### config.mk
export PLATFORM = sky130hd
export DESIGN_NAME = nearest_ray_circle_hit_unit
export DESIGN_NICKNAME = d
export VERILOG_FILES = /design/src/rtl/nrch_pkg.sv /design/src/rtl/nearest_ray_circle_hit_unit.sv /design/src/rtl/nrch_norm.sv
export SDC_FILE = /design/constraint.sdc
export NUM_CORES = 2
export LEC_CHECK = 0
export BUFFER_PORTS_ARGS = -buffer_cell sky130_fd_sc_hd__buf_2
export CAP_MARGIN = 40
export CORE_UTILIZATION = 40
export DETAILED_ROUTE_END_ITERATION = 7
export PLACE_DENSITY = 0.6
export SLEW_MARGIN = 20
export SYNTH_ARGS = -nofsm -noshare
export SYNTH_HDL_FRONTEND = slang
export SYNTH_SLANG_ARGS = --single-unit
### constraint.sdc
create_clock -name i_clk -period 10.9 [get_ports i_clk]
set_input_delay 1.09 -clock i_clk [delete_from_list [all_inputs] [get_ports i_clk]]
set_output_delay 1.09 -clock i_clk [all_outputs]
set_load 0.01 [all_outputs]
### src/rtl/nrch_pkg.sv
// Shared types and constants for the nearest ray/circle hit unit.
`default_nettype none
package nrch_pkg;
    localparam int COORD_W = 24;
    localparam int RAD_W   = 16;
    localparam int UNIT_W  = 17;
    localparam int IDX_W   = 12;
    localparam int CFG_IDX_W = 3;

    localparam logic [CFG_IDX_W-1:0] CFG_ORIGIN_X = 3'd0;
    localparam logic [CFG_IDX_W-1:0] CFG_ORIGIN_Y = 3'd1;
    localparam logic [CFG_IDX_W-1:0] CFG_DIR_X    = 3'd2;
    localparam logic [CFG_IDX_W-1:0] CFG_DIR_Y    = 3'd3;
    localparam logic [CFG_IDX_W-1:0] CFG_MAX_DIST = 3'd4;

    typedef logic signed [COORD_W-1:0] t_coord;
    typedef logic signed [UNIT_W-1:0]  t_unit;
endpackage
`default_nettype wire

### src/rtl/nearest_ray_circle_hit_unit.sv
// Top level: nearest ray/circle hit search over a stream of targets on one shared multiplier.
//  channel | direction | handshake              | payload
//  target  | in        | i_valid / o_ready      | i_target_x/_y/_radius/_active, i_last_target
//  result  | out       | o_valid / i_ready      | o_hit, o_hit_index, o_hit_distance
//  config  | in        | i_cfg_we (no wait)     | i_cfg_idx, i_cfg_data
// A target is skipped, rejected by projection or fully tested; the single 27x27 multiplier
// steps through the dot and offset products in turn.
// The first target of a scan first normalizes the direction: two squares, a 32-step square
// root and two 17-step divides, the divides skipped for a zero direction. Reset is synchronous;
// the result sits in an output register, and a last target stalls only while the previous result has not been taken.
`default_nettype none
module nearest_ray_circle_hit_unit
    import nrch_pkg::*;
#(
    parameter int MAX_TARGETS = 4096
)(
    input  wire logic                 i_clk,
    input  wire logic                 i_rst_n,
    input  wire logic                 i_cfg_we,
    input  wire logic [CFG_IDX_W-1:0] i_cfg_idx,
    input  wire logic [COORD_W-1:0]   i_cfg_data,
    input  wire logic                 i_valid,
    output logic                      o_ready,
    input  wire t_coord               i_target_x,
    input  wire t_coord               i_target_y,
    input  wire logic [RAD_W-1:0]     i_target_radius,
    input  wire logic                 i_target_active,
    input  wire logic                 i_last_target,
    output logic                      o_valid,
    input  wire logic                 i_ready,
    output logic                      o_hit,
    output logic [IDX_W-1:0]          o_hit_index,
    output logic [COORD_W-1:0]        o_hit_distance
);
    localparam int CW = (MAX_TARGETS > 1) ? $clog2(MAX_TARGETS) : 1;

    localparam logic [3:0] ST_IDLE = 4'd0;
    localparam logic [3:0] ST_NSQX = 4'd1;
    localparam logic [3:0] ST_NSQY = 4'd2;
    localparam logic [3:0] ST_NGO  = 4'd3;
    localparam logic [3:0] ST_NWT  = 4'd4;
    localparam logic [3:0] ST_USE  = 4'd5;
    localparam logic [3:0] ST_M1   = 4'd6;
    localparam logic [3:0] ST_M2   = 4'd7;
    localparam logic [3:0] ST_CHK  = 4'd8;
    localparam logic [3:0] ST_M3   = 4'd9;
    localparam logic [3:0] ST_M4   = 4'd10;
    localparam logic [3:0] ST_M5   = 4'd11;
    localparam logic [3:0] ST_M6   = 4'd12;
    localparam logic [3:0] ST_M7   = 4'd13;
    localparam logic [3:0] ST_M8   = 4'd14;
    localparam logic [3:0] ST_FIN  = 4'd15;

    t_coord r_ox, r_oy, r_dx, r_dy;
    logic [COORD_W-1:0] r_maxd;

    logic [3:0]          r_state;
    logic signed [26:0]  r_rx, r_ry, r_ex, r_ey;
    logic [RAD_W-1:0]    r_rad;
    logic                r_active, r_last;
    logic signed [55:0]  r_acc;
    logic signed [53:0]  r_prod;
    logic [COORD_W-1:0]  r_proj;
    t_unit               r_ux, r_uy;
    logic                r_started;
    logic [CW-1:0]       r_cnt, r_best_idx;
    logic                r_best_found;
    logic [COORD_W-1:0]  r_best_dist;
    logic                r_out_valid, r_out_hit;
    logic [IDX_W-1:0]    r_out_idx;
    logic [COORD_W-1:0]  r_out_dist;

    logic signed [26:0] mul_a, mul_b;
    logic signed [53:0] prod;
    logic               norm_start, norm_done;
    t_unit              norm_ux, norm_uy;
    logic               in_acc;
    logic               out_load;
    logic [16:0]        best_ext;

    function automatic logic signed [26:0] trunc15(input logic signed [53:0] p);
        logic signed [53:0] t;
        t = p + (p[53] ? 54'sd32767 : 54'sd0);
        return 27'(t >>> 15);
    endfunction

    nrch_norm u_norm (
        .i_clk   (i_clk),
        .i_rst_n (i_rst_n),
        .i_start (norm_start),
        .i_n     ({r_acc[47:0], 16'b0}),
        .i_dx    (r_dx),
        .i_dy    (r_dy),
        .o_done  (norm_done),
        .o_ux    (norm_ux),
        .o_uy    (norm_uy)
    );

    always_comb begin
        mul_a = '0;
        mul_b = '0;
        case (r_state)
            ST_NSQX: begin mul_a = 27'(r_dx); mul_b = 27'(r_dx); end
            ST_NSQY: begin mul_a = 27'(r_dy); mul_b = 27'(r_dy); end
            ST_M1:   begin mul_a = r_rx; mul_b = 27'(r_ux); end
            ST_M2:   begin mul_a = r_ry; mul_b = 27'(r_uy); end
            ST_M3:   begin mul_a = 27'(r_ux); mul_b = $signed({3'b000, r_proj}); end
            ST_M4:   begin mul_a = 27'(r_uy); mul_b = $signed({3'b000, r_proj}); end
            ST_M6:   begin mul_a = r_ex; mul_b = r_ex; end
            ST_M7:   begin mul_a = r_ey; mul_b = r_ey; end
            ST_M8:   begin
                mul_a = $signed({11'b0, r_rad});
                mul_b = $signed({11'b0, r_rad});
            end
            default: begin mul_a = '0; mul_b = '0; end
        endcase
        prod = mul_a * mul_b;
    end

    assign o_ready    = (r_state == ST_IDLE);
    assign in_acc     = i_valid && o_ready;
    assign norm_start = (r_state == ST_NGO);
    assign out_load   = (r_state == ST_FIN) && r_last && (!r_out_valid || i_ready);

    always_ff @(posedge i_clk) begin
        if (!i_rst_n) begin
            r_ox   <= '0;
            r_oy   <= '0;
            r_dx   <= '0;
            r_dy   <= '0;
            r_maxd <= '0;
        end else if (i_cfg_we) begin
            case (i_cfg_idx)
                CFG_ORIGIN_X: r_ox   <= i_cfg_data;
                CFG_ORIGIN_Y: r_oy   <= i_cfg_data;
                CFG_DIR_X:    r_dx   <= i_cfg_data;
                CFG_DIR_Y:    r_dy   <= i_cfg_data;
                CFG_MAX_DIST: r_maxd <= i_cfg_data;
                default:      ;
            endcase
        end
    end

    always_ff @(posedge i_clk) begin
        if (!i_rst_n) begin
            r_state      <= ST_IDLE;
            r_ux         <= '0;
            r_uy         <= '0;
            r_started    <= 1'b0;
            r_cnt        <= '0;
            r_best_found <= 1'b0;
            r_best_idx   <= '0;
            r_best_dist  <= '0;
            r_out_valid  <= 1'b0;
        end else begin
            if (r_out_valid && i_ready && !out_load) begin
                r_out_valid <= 1'b0;
            end
            case (r_state)
                ST_IDLE: begin
                    if (in_acc) begin
                        r_state   <= r_started ? ST_USE : ST_NSQX;
                        r_started <= 1'b1;
                    end
                end
                ST_NSQX: begin
                    r_acc   <= 56'(prod);
                    r_state <= ST_NSQY;
                end
                ST_NSQY: begin
                    r_acc   <= r_acc + 56'(prod);
                    r_state <= ST_NGO;
                end
                ST_NGO: r_state <= ST_NWT;
                ST_NWT: begin
                    if (norm_done) begin
                        r_ux    <= norm_ux;
                        r_uy    <= norm_uy;
                        r_state <= ST_USE;
                    end
                end
                ST_USE: begin
                    if (r_active && r_rad != '0 && r_maxd != '0 &&
                        (r_ux != '0 || r_uy != '0)) begin
                        r_state <= ST_M1;
                    end else begin
                        r_state <= ST_FIN;
                    end
                end
                ST_M1: begin
                    r_acc   <= 56'(prod);
                    r_state <= ST_M2;
                end
                ST_M2: begin
                    r_acc   <= r_acc + 56'(prod);
                    r_state <= ST_CHK;
                end
                ST_CHK: begin
                    if (r_acc[55] || (r_acc[54:15] > {16'b0, r_maxd})) begin
                        r_state <= ST_FIN;
                    end else begin
                        r_proj  <= r_acc[38:15];
                        r_state <= ST_M3;
                    end
                end
                ST_M3: begin
                    r_prod  <= prod;
                    r_state <= ST_M4;
                end
                ST_M4: begin
                    r_ex    <= r_rx - trunc15(r_prod);
                    r_prod  <= prod;
                    r_state <= ST_M5;
                end
                ST_M5: begin
                    r_ey    <= r_ry - trunc15(r_prod);
                    r_state <= ST_M6;
                end
                ST_M6: begin
                    r_acc   <= 56'(prod);
                    r_state <= ST_M7;
                end
                ST_M7: begin
                    r_acc   <= r_acc + 56'(prod);
                    r_state <= ST_M8;
                end
                ST_M8: begin
                    if (r_acc <= 56'(prod) && (!r_best_found || r_proj < r_best_dist)) begin
                        r_best_found <= 1'b1;
                        r_best_idx   <= r_cnt;
                        r_best_dist  <= r_proj;
                    end
                    r_state <= ST_FIN;
                end
                ST_FIN: begin
                    if (r_last) begin
                        if (out_load) begin
                            r_out_valid  <= 1'b1;
                            r_out_hit    <= r_best_found;
                            r_out_idx    <= r_best_found ? best_ext[IDX_W-1:0] : '0;
                            r_out_dist   <= r_best_found ? r_best_dist : '0;
                            r_started    <= 1'b0;
                            r_cnt        <= '0;
                            r_best_found <= 1'b0;
                            r_best_idx   <= '0;
                            r_best_dist  <= '0;
                            r_state      <= ST_IDLE;
                        end
                    end else begin
                        if (r_cnt < CW'(MAX_TARGETS - 1)) begin
                            r_cnt <= r_cnt + 1'b1;
                        end
                        r_state <= ST_IDLE;
                    end
                end
                default: r_state <= ST_IDLE;
            endcase
        end
    end

    always_ff @(posedge i_clk) begin
        if (in_acc) begin
            r_rx     <= 27'(i_target_x) - 27'(r_ox);
            r_ry     <= 27'(i_target_y) - 27'(r_oy);
            r_rad    <= i_target_radius;
            r_active <= i_target_active;
            r_last   <= i_last_target;
        end
    end

    assign best_ext       = 17'(r_best_idx);
    assign o_valid        = r_out_valid;
    assign o_hit          = r_out_hit;
    assign o_hit_index    = r_out_idx;
    assign o_hit_distance = r_out_dist;

    a_miss_zero: assert property (@(posedge i_clk) disable iff (!i_rst_n)
        o_valid && !o_hit |-> o_hit_index == '0 && o_hit_distance == '0)
        else $error("miss result carries nonzero payload");

    a_best_le_cnt: assert property (@(posedge i_clk) disable iff (!i_rst_n)
        r_best_found |-> r_best_idx <= r_cnt)
        else $error("best index beyond target count");

    a_accept_busy: assert property (@(posedge i_clk) disable iff (!i_rst_n)
        in_acc |=> !o_ready)
        else $error("ready after accepting a target");

    a_norm_only_first: assert property (@(posedge i_clk) disable iff (!i_rst_n)
        norm_start |-> r_started)
        else $error("normalization outside a scan");
endmodule
`default_nettype wire

### src/rtl/nrch_norm.sv
// Iterative square root and divider that turns a direction into a Q1.15 unit vector.
`default_nettype none
module nrch_norm
    import nrch_pkg::*;
(
    input  wire logic        i_clk,
    input  wire logic        i_rst_n,
    input  wire logic        i_start,
    input  wire logic [63:0] i_n,
    input  wire t_coord      i_dx,
    input  wire t_coord      i_dy,
    output logic             o_done,
    output t_unit            o_ux,
    output t_unit            o_uy
);
    localparam logic [1:0] PH_IDLE = 2'd0;
    localparam logic [1:0] PH_SQRT = 2'd1;
    localparam logic [1:0] PH_DIVX = 2'd2;
    localparam logic [1:0] PH_DIVY = 2'd3;

    logic [1:0]  r_ph, n_ph;
    logic [4:0]  r_cnt, n_cnt;
    logic [63:0] r_n, n_n;
    logic [35:0] r_rem, n_rem;
    logic [31:0] r_root, n_root;
    logic [32:0] r_drem, n_drem;
    logic [16:0] r_q, n_q;
    t_unit       r_ux, n_ux, r_uy, n_uy;
    logic        r_done, n_done;

    logic [35:0] sq_rem;
    logic [35:0] sq_trial;
    logic [32:0] d_rem;
    logic [23:0] mag_x, mag_y;
    logic [16:0] q_next;
    logic        q_bit;

    always_comb begin
        mag_x    = i_dx[23] ? 24'(-i_dx) : 24'(i_dx);
        mag_y    = i_dy[23] ? 24'(-i_dy) : 24'(i_dy);
        sq_rem   = {r_rem[33:0], r_n[63:62]};
        sq_trial = {2'b00, r_root, 2'b01};
        d_rem    = {r_drem[31:0], 1'b0};
        q_bit    = d_rem >= {1'b0, r_root};
        q_next   = {r_q[15:0], q_bit};
    end

    always_comb begin
        n_ph   = r_ph;
        n_cnt  = r_cnt;
        n_n    = r_n;
        n_rem  = r_rem;
        n_root = r_root;
        n_drem = r_drem;
        n_q    = r_q;
        n_ux   = r_ux;
        n_uy   = r_uy;
        n_done = 1'b0;
        case (r_ph)
            PH_IDLE: begin
                if (i_start) begin
                    n_ph   = PH_SQRT;
                    n_cnt  = 5'd31;
                    n_n    = i_n;
                    n_rem  = '0;
                    n_root = '0;
                end
            end
            PH_SQRT: begin
                n_n = {r_n[61:0], 2'b00};
                if (sq_rem >= sq_trial) begin
                    n_rem  = sq_rem - sq_trial;
                    n_root = {r_root[30:0], 1'b1};
                end else begin
                    n_rem  = sq_rem;
                    n_root = {r_root[30:0], 1'b0};
                end
                n_cnt = r_cnt - 5'd1;
                if (r_cnt == 5'd0) begin
                    if ({r_root[30:0], n_root[0]} == 32'd0) begin
                        n_ux   = '0;
                        n_uy   = '0;
                        n_done = 1'b1;
                        n_ph   = PH_IDLE;
                    end else begin
                        n_ph   = PH_DIVX;
                        n_cnt  = 5'd16;
                        n_drem = {3'b000, mag_x, 6'b0};
                        n_q    = '0;
                    end
                end
            end
            PH_DIVX, PH_DIVY: begin
                n_drem = q_bit ? d_rem - {1'b0, r_root} : d_rem;
                n_q    = q_next;
                n_cnt  = r_cnt - 5'd1;
                if (r_cnt == 5'd0) begin
                    if (r_ph == PH_DIVX) begin
                        n_ux   = i_dx[23] ? -$signed(q_next) : $signed(q_next);
                        n_ph   = PH_DIVY;
                        n_cnt  = 5'd16;
                        n_drem = {3'b000, mag_y, 6'b0};
                        n_q    = '0;
                    end else begin
                        n_uy   = i_dy[23] ? -$signed(q_next) : $signed(q_next);
                        n_ph   = PH_IDLE;
                        n_done = 1'b1;
                    end
                end
            end
            default: n_ph = PH_IDLE;
        endcase
    end

    always_ff @(posedge i_clk) begin
        if (!i_rst_n) begin
            r_ph   <= PH_IDLE;
            r_done <= 1'b0;
        end else begin
            r_ph   <= n_ph;
            r_done <= n_done;
        end
        r_cnt  <= n_cnt;
        r_n    <= n_n;
        r_rem  <= n_rem;
        r_root <= n_root;
        r_drem <= n_drem;
        r_q    <= n_q;
        r_ux   <= n_ux;
        r_uy   <= n_uy;
    end

    assign o_done = r_done;
    assign o_ux   = r_ux;
    assign o_uy   = r_uy;
endmodule
`default_nettype wire

==> impl_metrics.toml <==
[power]
seq_power_share_pct = 31.2
swShare_pct = 39.1
internal_power_uw = 7280
ir_worst_vdd_mv = 0.156
switchingPower_uw = 4660
leakagePower_uw = 0.0372
power_frac_clock_pct = 24.6
powerDensity_mw_per_mm2 = 141
finalPower_uw = 11900
power_frac_comb_pct = 44.2

[yosys]
synth_xor_area_share_pct = 4.20
synth_seq_cells = 695
synthSimpleGateAreaFrac_pct = 16.2
synth_area_per_cell_sq_um = 8.96
netlist_instances = 7695
ys_seq_area_share_pct = 27.2
synth_nets = 9060
synth_top_family_by_area = "adder cells"
yosys_most_used_dff = "edfxtp_1"
syn_area_sq_mm = 0.0690
synthAdderAreaFrac_pct = 31.3
synth_compound_area_share_pct = 12.3
synth_edf_count = 483
ys.warnings.count = 0
yosys.cell_types.count = 107
synth_mux_area_share_pct = 0.395
async_flop_share_pct = 0

[critical_path]
arrival_ps = 11600
crit_path_top_delay_cell = "a222oi_1"
worstReg2RegStart = "r_state[2]$_SDFFE_PN0P_"
cp_common_cell = "fa_1"
max_stage_delay_ps = 600
rr_worst_depth = 48
critPathRequiredTime_ps = 11450
r2r_end = "r_best_dist[3]$_SDFFE_PN0P_"
cp-start-kind = "flop"
path_class = "reg -> reg"
reg2reg_slack_ps = -150
crit_fanout = 9
cp-end-kind = "flop"

[placement]
placed_cells = 10700
dp_hpwl_um = 201000
place.gp.congestion = 0.990
dp_slack_ps = -818
io_buffers = 136

[timing]
setup_ws_ps = -150
post-route-min-period_ps = 11050
tightest_slew_ps = 944
slew_violations = 0
fmax_mhz = 90.5
hold_viol = 0
fin_crit_sh_pct = 101
fin_skew_ps = 35.7
max_slew_margin_pct = 37.1
rsz0062_at_grt = "yes"
setup_viol = 40

[cts]
cts_hold_buf = 0
clock_latency_ps = 690
htree_levels = 3
cts_tree = "yes"
clk_pin_slew_ps = 70
cts_made_buffers = 80
cts_root_buf = "clkbuf_16"
cts_sinks = 695
clockBufferDepth = 3

[global_routing]
track_usage_pct = 28.1
top_usage_layer = "met2"
grt_max_degree = 75
use_met2_pct = 44.7
grtUsageMet3_pct = 4.36
grt-ovfl-total = 0
grt_use_met1_pct = 36.8
first_global_vias = 59100
grt_pass1_wl_um = 368000
antenna_found_initial = 18

[cells_and_area]
nNetsFinal = 9913
layout.cells.non_filler = 10900
layout_commonest_cell = "nand2_1"
drive_gt1_share_pct = 19.0
syn_to_final_growth_pct = 22.8
final_cell_mix = "1,247 x nand2_1, 1,125 x inv_1, 834 x buf_4, 739 x fa_1, 489 x nor2_1"

[detailed_routing]
wl_um = 247000
viasPerCell = 5.40
dr.pass1.iters = 8
routedWlPerCell_um = 22.6
first_iter_violations = 4852
vias = 59100
final_antenna_net_count = 0
drc = 0

[die]
core_sq_mm = 0.171
die_w_um = 417
die_area_sq_mm = 0.174
rows = 152
ios = 137
start_util_pct = 40.3
die_y_um = 417

[min_path]
min_path_cells = 2
hold_class = "reg -> reg"
hold_end = "r_oy[15]$_SDFFE_PN0P_"
holdCritStartpoint = "r_oy[15]$_SDFFE_PN0P_"

[run]
maxCapViolations = 0

[status]
violations = "setup timing"
status = "finished with violations"
[flip-flops by register name, summed over array words and instances (netlist names), 25 cells and up, named ones only]
register,cells
r_acc,56
r_ey,27
r_rx,25
r_ex,27
u_norm.r_n,48
r_ry,25
u_norm.r_rem,34
u_norm.r_root,32
r_prod,43
u_norm.r_drem,32
[repair_timing]
item / CTS / global route
resized for setup: 145 / 246
pin swaps: 81 / 121
setup endpoints to repair: 62 / 62
hold endpoints to repair: 0 / 0
gates cloned: 2 / 8
buffers inserted: 38 / 39
[power by group through the flow]
stage / Clock, uW / Sequential [uW] / Combinational [uW]
final: 2930 / 3730 / 5280
after global routing: 3070 / 3740 / 5720
after CTS: 2960 / 3710 / 5010
after detailed placement: 0 / 3750 / 4840
after global placement: 0 / 3750 / 4770
after floorplan: 0 / 3590 / 2840
[cells in the mapped netlist (all sizes together), types with 13 or more instances]
library cell  number  area, sq um
a21o             110          826
nand2           1258         4720
mux2i             25          250
buf               34          170
nand3            186          936
o211ai            21          163
a21boi            14          105
a21oi            489         2470
a221oi            21          190
nor4              53          338
xnor2            226         1980
xor2             105          920
a211oi            31          253
a22oi             59          443
nor2b             59          369
nand4             49          313
o31ai             25          216
o22ai             21          131
a31oi             35          219
and3              71          444
inv             1178         4420
nor2             506         1900
dfxtp            212         4240
clkbuf           306         1150
o21bai            48          360
nand2b            65          407
or2               13         81.3
a311oi            14          153
nor3              76          380
o21ai            238         1190
o41ai             14          130
or3               25          156
o21a              57          428
a222oi            24          240
fa               767        15400
edfxtp           483        14500
and2             129          807
ha               500         6260
[routing by layer]
layer,part of all wire [%],vias up
li1,-,27000
met1,41,29300
met2,45,2172
met3,7.2,555
met4,6.5,16
met5,0.044,-
[logic make-up after synthesis]
| kind of cell | Yosys count |
|---|---|
| AOI/OAI and AO/OA | 1324 |
| xor gates and xnor gates | 331 |
| adders and majority gates | 1267 |
| buffers and inverters | 1520 |
| DFF | 695 |
| muxes | 27 |
| and+or+nand+nor | 2531 |
[how the worst max path moves through the flow]
| stage | cells after the start | slack [ps] | startpoint | end |
|---|---|---|---|---|
| after floorplan | 45 | 20 | r_state[0]$_SDFFE_PN0P_ | r_best_found$_SDFFE_PN0P_ |
| after global placement | 42 | -700 | r_state[1]$_SDFFE_PN0P_ | r_acc[55]$_DFFE_PP_ |
| after global routing | 50 | -420 | r_state[3]$_SDFFE_PN0P_ | r_best_dist[3]$_SDFFE_PN0P_ |
| after CTS | 50 | -60 | r_state[2]$_SDFFE_PN0P_ | r_best_dist[18]$_SDFFE_PN0P_ |
| after detailed placement | 44 | -820 | r_state[3]$_SDFFE_PN0P_ | r_acc[55]$_DFFE_PP_ |
| final | 48 | -150 | r_state[2]$_SDFFE_PN0P_ | r_best_dist[3]$_SDFFE_PN0P_ |
[final cells by class]
type	count	area, sq um
Inverter	1180	4430
Antenna cell	3	7.51
Clock buffer	115	2450
Multi-Input combinational cell	5480	46300
Sequential cell	695	18800
Tap cell	2310	2890
Fill cell	16000	86700
Timing Repair Buffer	1111	9470
Clock inverter	33	387
[worst max-delay path, delay by kind of cell, from the launching register on]
| family | cells | cell delay [ps] |
|---|---|---|
| fa+ha+maj | 9 | 3810 |
| compound gates | 13 | 3080 |
| buf+inv | 17 | 2090 |
| simple gates | 7 | 1040 |
| flops | 1 | 380 |
| mux | 1 | 230 |
| xor+xnor | 1 | 190 |
[stage by stage]
| stage | instance area, sq um | hold WS, ps | utilization [%] | TNS [ps] |
|---|---|---|---|---|
| floorplan | 69000 | 428 | - | 0 |
| global placement | 79000 | 443 | 46.1 | -30410 |
| detailed placement | 79200 | 447 | 46.2 | -33960 |
| CTS | 83100 | 455 | 48.5 | -566 |
| global route | 84700 | 473 | 49.4 | -16230 |
| finish | 84700 | 454 | 49.4 | -4220 |
No activity file was read; power rests on OpenSTA's default activity.
